File: config.mk
export PLATFORM = sky130hd
export DESIGN_NAME = pdga_mul
export DESIGN_NICKNAME = d
export VERILOG_FILES = /design/src/rtl/core/pdga_pkg.sv /design/src/rtl/core/pdga_mul.sv
export SDC_FILE = /design/constraint.sdc
export NUM_CORES = 1
export LEC_CHECK = 0
export ABC_AREA = 1
export BUFFER_PORTS_ARGS = -buffer_cell sky130_fd_sc_hd__buf_2
export CORE_MARGIN = 1.5
export CORE_UTILIZATION = 65
export DETAILED_ROUTE_END_ITERATION = 10
export GPL_TIMING_DRIVEN = 0
export HOLD_SLACK_MARGIN = 0.05
export PLACE_DENSITY = 0.84
export SLEW_MARGIN = 20
export SYNTH_ARGS = -nofsm -noshare
export SYNTH_HDL_FRONTEND = slang
export SYNTH_SLANG_ARGS = --single-unit
File: constraint.sdc
create_clock -name clk -period 7.7 [get_ports clk]
set_clock_uncertainty 0.2 [all_clocks]
set_input_delay 1.54 -clock clk [delete_from_list [all_inputs] [get_ports clk]]
set_output_delay 1.54 -clock clk [all_outputs]
set_load 0.02 [all_outputs]
File: src/rtl/core/pdga_pkg.sv
package pdga_pkg;

  // Default sizes of the grid store and of the candidate coordinates.
  // GRID_CELLS is a power of two: a cell number wraps on the low address bits.
  localparam int GRID_CELLS_DEF = 4096;
  localparam int COORD_BITS_DEF = 20;

  // Field widths
  localparam int PT_W       = 19;  // stored coordinate, unsigned Q11.8
  localparam int INV_W      = 24;  // reciprocal cell size
  localparam int INV_SHIFT  = 24;  // cell = (coord * inv) >> 24
  localparam int DIM_W      = 13;  // grid columns / rows
  localparam int DIST_W     = 40;  // squared distance
  localparam int CNT_W      = 13;
  localparam int OUT_IDX_W  = 12;
  localparam int STATUS_W   = 2;
  localparam int ENTRY_W    = 2 * PT_W + 1;  // {valid, y, x}

  // Shared multiplier
  localparam int MUL_A_W = PT_W;
  localparam int MUL_B_W = INV_W;
  localparam int PROD_W  = MUL_A_W + MUL_B_W;

  // Neighborhood: offsets -2 .. 2 on each axis
  localparam int NBR_RADIUS = 2;
  localparam int NBR_SPAN   = 2 * NBR_RADIUS + 1;
  localparam int NBR_W      = 3;

  localparam logic [CNT_W-1:0]     CNT_MAX   = 13'd8191;
  localparam logic [OUT_IDX_W-1:0] SHOWN_MAX = 12'd4095;

  // Result status codes
  localparam logic [STATUS_W-1:0] ST_ACCEPTED  = 2'd0;
  localparam logic [STATUS_W-1:0] ST_OUTSIDE   = 2'd1;
  localparam logic [STATUS_W-1:0] ST_TOO_CLOSE = 2'd2;
  localparam logic [STATUS_W-1:0] ST_CLEARED   = 2'd3;

  // Configuration port
  localparam int CFG_IDX_W  = 3;
  localparam int CFG_DATA_W = 40;
  localparam logic [CFG_IDX_W-1:0] REG_RECT_WIDTH  = 3'd0;
  localparam logic [CFG_IDX_W-1:0] REG_RECT_HEIGHT = 3'd1;
  localparam logic [CFG_IDX_W-1:0] REG_MIN_DIST_SQ = 3'd2;
  localparam logic [CFG_IDX_W-1:0] REG_INV_CELL    = 3'd3;
  localparam logic [CFG_IDX_W-1:0] REG_GRID_COLS   = 3'd4;
  localparam logic [CFG_IDX_W-1:0] REG_GRID_ROWS   = 3'd5;

  localparam logic [PT_W-1:0]   RECT_RESET = 19'd524287;
  localparam logic [INV_W-1:0]  INV_RESET  = 24'd65536;
  localparam logic [DIM_W-1:0]  DIM_RESET  = 13'd64;

endpackage

File: src/rtl/core/pdga_mul.sv
module pdga_mul (
  input  logic                          clk,
  input  logic                          en,
  input  logic [pdga_pkg::MUL_A_W-1:0]  a,
  input  logic [pdga_pkg::MUL_B_W-1:0]  b,
  output logic [pdga_pkg::PROD_W-1:0]   prod
);

  always_ff @(posedge clk) begin
    if (en) begin
      prod <= pdga_pkg::PROD_W'(a) * pdga_pkg::PROD_W'(b);
    end
  end

endmodule

**After elaboration in Yosys (flattened, before gate mapping)**

Index checks and enable logic that the tools add are counted.

- Flip-flop bits (word level): 43
- Input bits: 45
- Output and inout bits: 43

- Multiply operators: 1

Operators by type and width:

| operator | number |
|---|---|
| 19-bit by 24-bit multiplier with 43-bit output | 1 |

**Depth between registers and ports, before layout**

- Depth in word-level cells: 1
- Mapped depth: 29
- Depth with buffers taken out: 27

**Worst setup path before layout**

Ideal clock, no wire load.

- Path kind: input port to flip-flop
- From: in b[23] (netlist name)
- To: reg prod[37] (netlist name), data pin
- Setup time: 252 ps
- Arrival time: 6471 ps
- Data required time: 7248 ps
- Setup slack: 777 ps
- Cell stages on the path: 27
- Path buffers: 2
- Cells stage by stage: clkbuf_1 -> clkbuf_1 -> nand2_1 -> fa_1 -> inv_1 -> fa_1 -> inv_1 -> fa_1 -> inv_1 -> fa_1 -> fa_1 -> inv_1 -> fa_1 -> inv_1 -> ha_1 -> nand2_1 -> inv_1 -> nand2_1 -> inv_1 -> nand2_1 -> nand2_1 -> inv_1 -> nor2_1 -> nor2_1 -> nand2_1 -> nand2_1 -> nand2_1

- Cells in the longest elaborated chain, start to end: 1

RTL lines:

| item | line | RTL |
|---|---|---|
| start, declared | pdga_mul.sv:5 | `input logic [pdga_pkg::MUL_B_W-1:0] b,` |
| 19-bit by 24-bit multiplier with 43-bit output | pdga_mul.sv:11 | `prod <= pdga_pkg::PROD_W'(a) * pdga_pkg::PROD_W'(b);` |
| end signal, assigned | pdga_mul.sv:11 |  |
| end, declared | pdga_mul.sv:6 | `output logic [pdga_pkg::PROD_W-1:0] prod` |

Every way passes these cells.
A chain may end at the register's enable or synchronous reset.

**Final worst setup path**

- From: in a[3] (netlist name)
- To: reg prod[39] (netlist name), data pin

- Cells in the longest elaborated chain, start to end: 1

RTL lines:

| item | line | RTL |
|---|---|---|
| start, declared | pdga_mul.sv:4 | `input logic [pdga_pkg::MUL_A_W-1:0] a,` |
| 19-bit by 24-bit multiplier with 43-bit output | pdga_mul.sv:11 |  |

Every way passes these cells.

==> metrics.cfg <==
[status]
status=complete, but fails checks
violations=design-rule violations

[synthesis]
yosysTopAreaCell=fa_1
ys_ff_latch=43
synth_enable_flop_cells=43
synth.avg_cell_area_um2=7.507
yosysWarningCount=0
syn_area_um2=17330
synth_area_leaders=fa_1 (43%), inv_1 (17%), nand2_1 (15%)
synthArstFlopShare_pct=0
netlist_instances=2308
syn-num-nets=2854
synth.distinct_cells=24
netlist.area_leader.share_pct=43.10
ys.flop_type=edfxtp_1
synth-seq-area-share_pct=7.453

[detailed_routing]
ant_nets=0
post-route-drc-count=7
viasPerCell=5.335
wl_per_cell_um=17.89
drtPass1Iterations=9
num_vias=14480
drtIter0Drc=1340
drt_wl_total_um=48550

[setup_path]
critPathMaxFanout=10
slowest_stage=clkbuf_1
crit_top_cell=nand2_1
crit_type=in2reg
worstPathRequired_ns=7.56
cp-end-kind=flop
worst_ep_arrival_time_ns=7.39
cpPeakStageDelay_ns=0.73
start_kind=primary input

[place]
place.gp.congestion=1.006
dpl.hpwl_um=40350
placed_area_um2=18060
port_buffers=63

[final_layout]
final_common_cell=inv_1
diodes=0
drive_gt1_share_pct=5.296
largest-register=prod
n_fill_cell=2202
fin_area_um2=18230
final_cell_mix=inv_1 (798), nand2_1 (688), fa_1 (373)
nets=2924
reg_top3=prod x43
largest_register_ffs=43
synthToLayoutAreaGrowth_pct=5.236

[sta]
slew_viol_final=0
fmax_mhz=132.8
period_needed_ns=7.531
post-route-period-util_pct=97.80
fin_tns_setup_ns=0
maxSlewHeadroom_pct=31.45
rsz0062_at_grt=true
worst_slew_pin_slew_ns=1.028
final_hold_viol_count=0
setup_violations=0

[floorplan]
start_util_pct=66.30
die_h_um=166.3
die-area_um2=27640
rows=59
die_w_um=166.3
ios=88
core_area_um2=26130

[global_routing]
grt.total_usage_pct=37.69
grt_antenna_before_repair=1
gr-total-overflow=0
grt_pass1_wl_um=79030
grt_max_degree=44
grt_pass1_vias=15430

[cts]
cts_buffer_depth=2
cts_buffers=5
clock_sinks=43
root_buffer=clkbuf_16
tritoncts=yes
clk_pin_slew_ns=0.06
h-tree-depth=2
ctsHoldBuffers=0

[worst_hold_path]
hold_end=prod[0]$_DFFE_PP_
hp-class=in2reg
min_path_cells=3
hold_start=a[0]

[flow_run]
max_cap_violations=0

how the worst max path moves through the flow:
stage	start	end	slack, ns	cells after the start
after global placement	b[16]	prod[37]$_DFFE_PP_	-0.18	25
after global routing	a[4]	prod[38]$_DFFE_PP_	-0.05	27
after detailed placement	b[9]	prod[37]$_DFFE_PP_	-0.22	24
final	a[3]	prod[39]$_DFFE_PP_	0.17	25
after CTS	b[9]	prod[39]$_DFFE_PP_	0.07	23
after floorplan	b[23]	prod[37]$_DFFE_PP_	0.78	27
logic make-up after synthesis:
group / count (synthesis) / synth area share, %
AO/OA/AOI/OAI: 52 / 1.546
XOR/XNOR: 24 / 1.213
flip-flops: 43 / 7.453
buffers and inverters: 884 / 19.15
adder cells (fa/ha/maj): 501 / 52.34
AND/OR/NAND/NOR: 804 / 18.29
synth_stat cells, types with 16 or more instances:
cell type  instances
clkbuf_1          82
nor2_1            49
ha_1             128
a21oi_1           33
edfxtp_1          43
o21ai_0           16
nand3_1           23
inv_1            798
nand2_1          688
fa_1             373
xor2_1            19
cell type report:
class	instances	area (um^2)	share of cell area, %
inverter	798	2995	16.43
multi-input combinational	1381	12720	69.74
tap	335	419.2	2.299
buffer	86	357.8	1.963
sequential	43	1291	7.082
timing repair buffer	63	315.3	1.729
clock inverter	1	5.005	0.02745
clock buffer	7	132.6	0.7274
repair_timing:
item                       CTS  global route
buffers inserted             0             0
gates resized for setup      0            52
setup endpoints to repair    0            20
metal layers:
metal	vias to the layer above	global-route usage, %	share of wire (%)
li1	6482	-	-
met1	6942	45.34	35
met2	837	63.44	48
met3	217	6.339	10
met4	2	24.15	7.4
met5	-	0	0.027
metrics by stage:
step,hold WS [ns],utilization (%),setup slack (ns),cells
after CTS,1.402,69.64,0.06891,2714
after detailed placement,1.704,69.11,-0.2225,2706
after floorplan,1.453,-,0.7771,2308
after global routing,1.446,69.77,-0.05176,2714
after global placement,1.701,69.11,-0.1781,2706
final,1.400,69.77,0.1692,2714
critical path: cells and delay by family:
family	cells	cell delay [ns]
fa+ha+maj	7	3.38
buf+inv	8	1.30
simple gates	9	0.95
compound gates	1	0.23
Power is not shown: default switching activity piles up to over one toggle a cycle in this logic, so the estimate is an artifact.
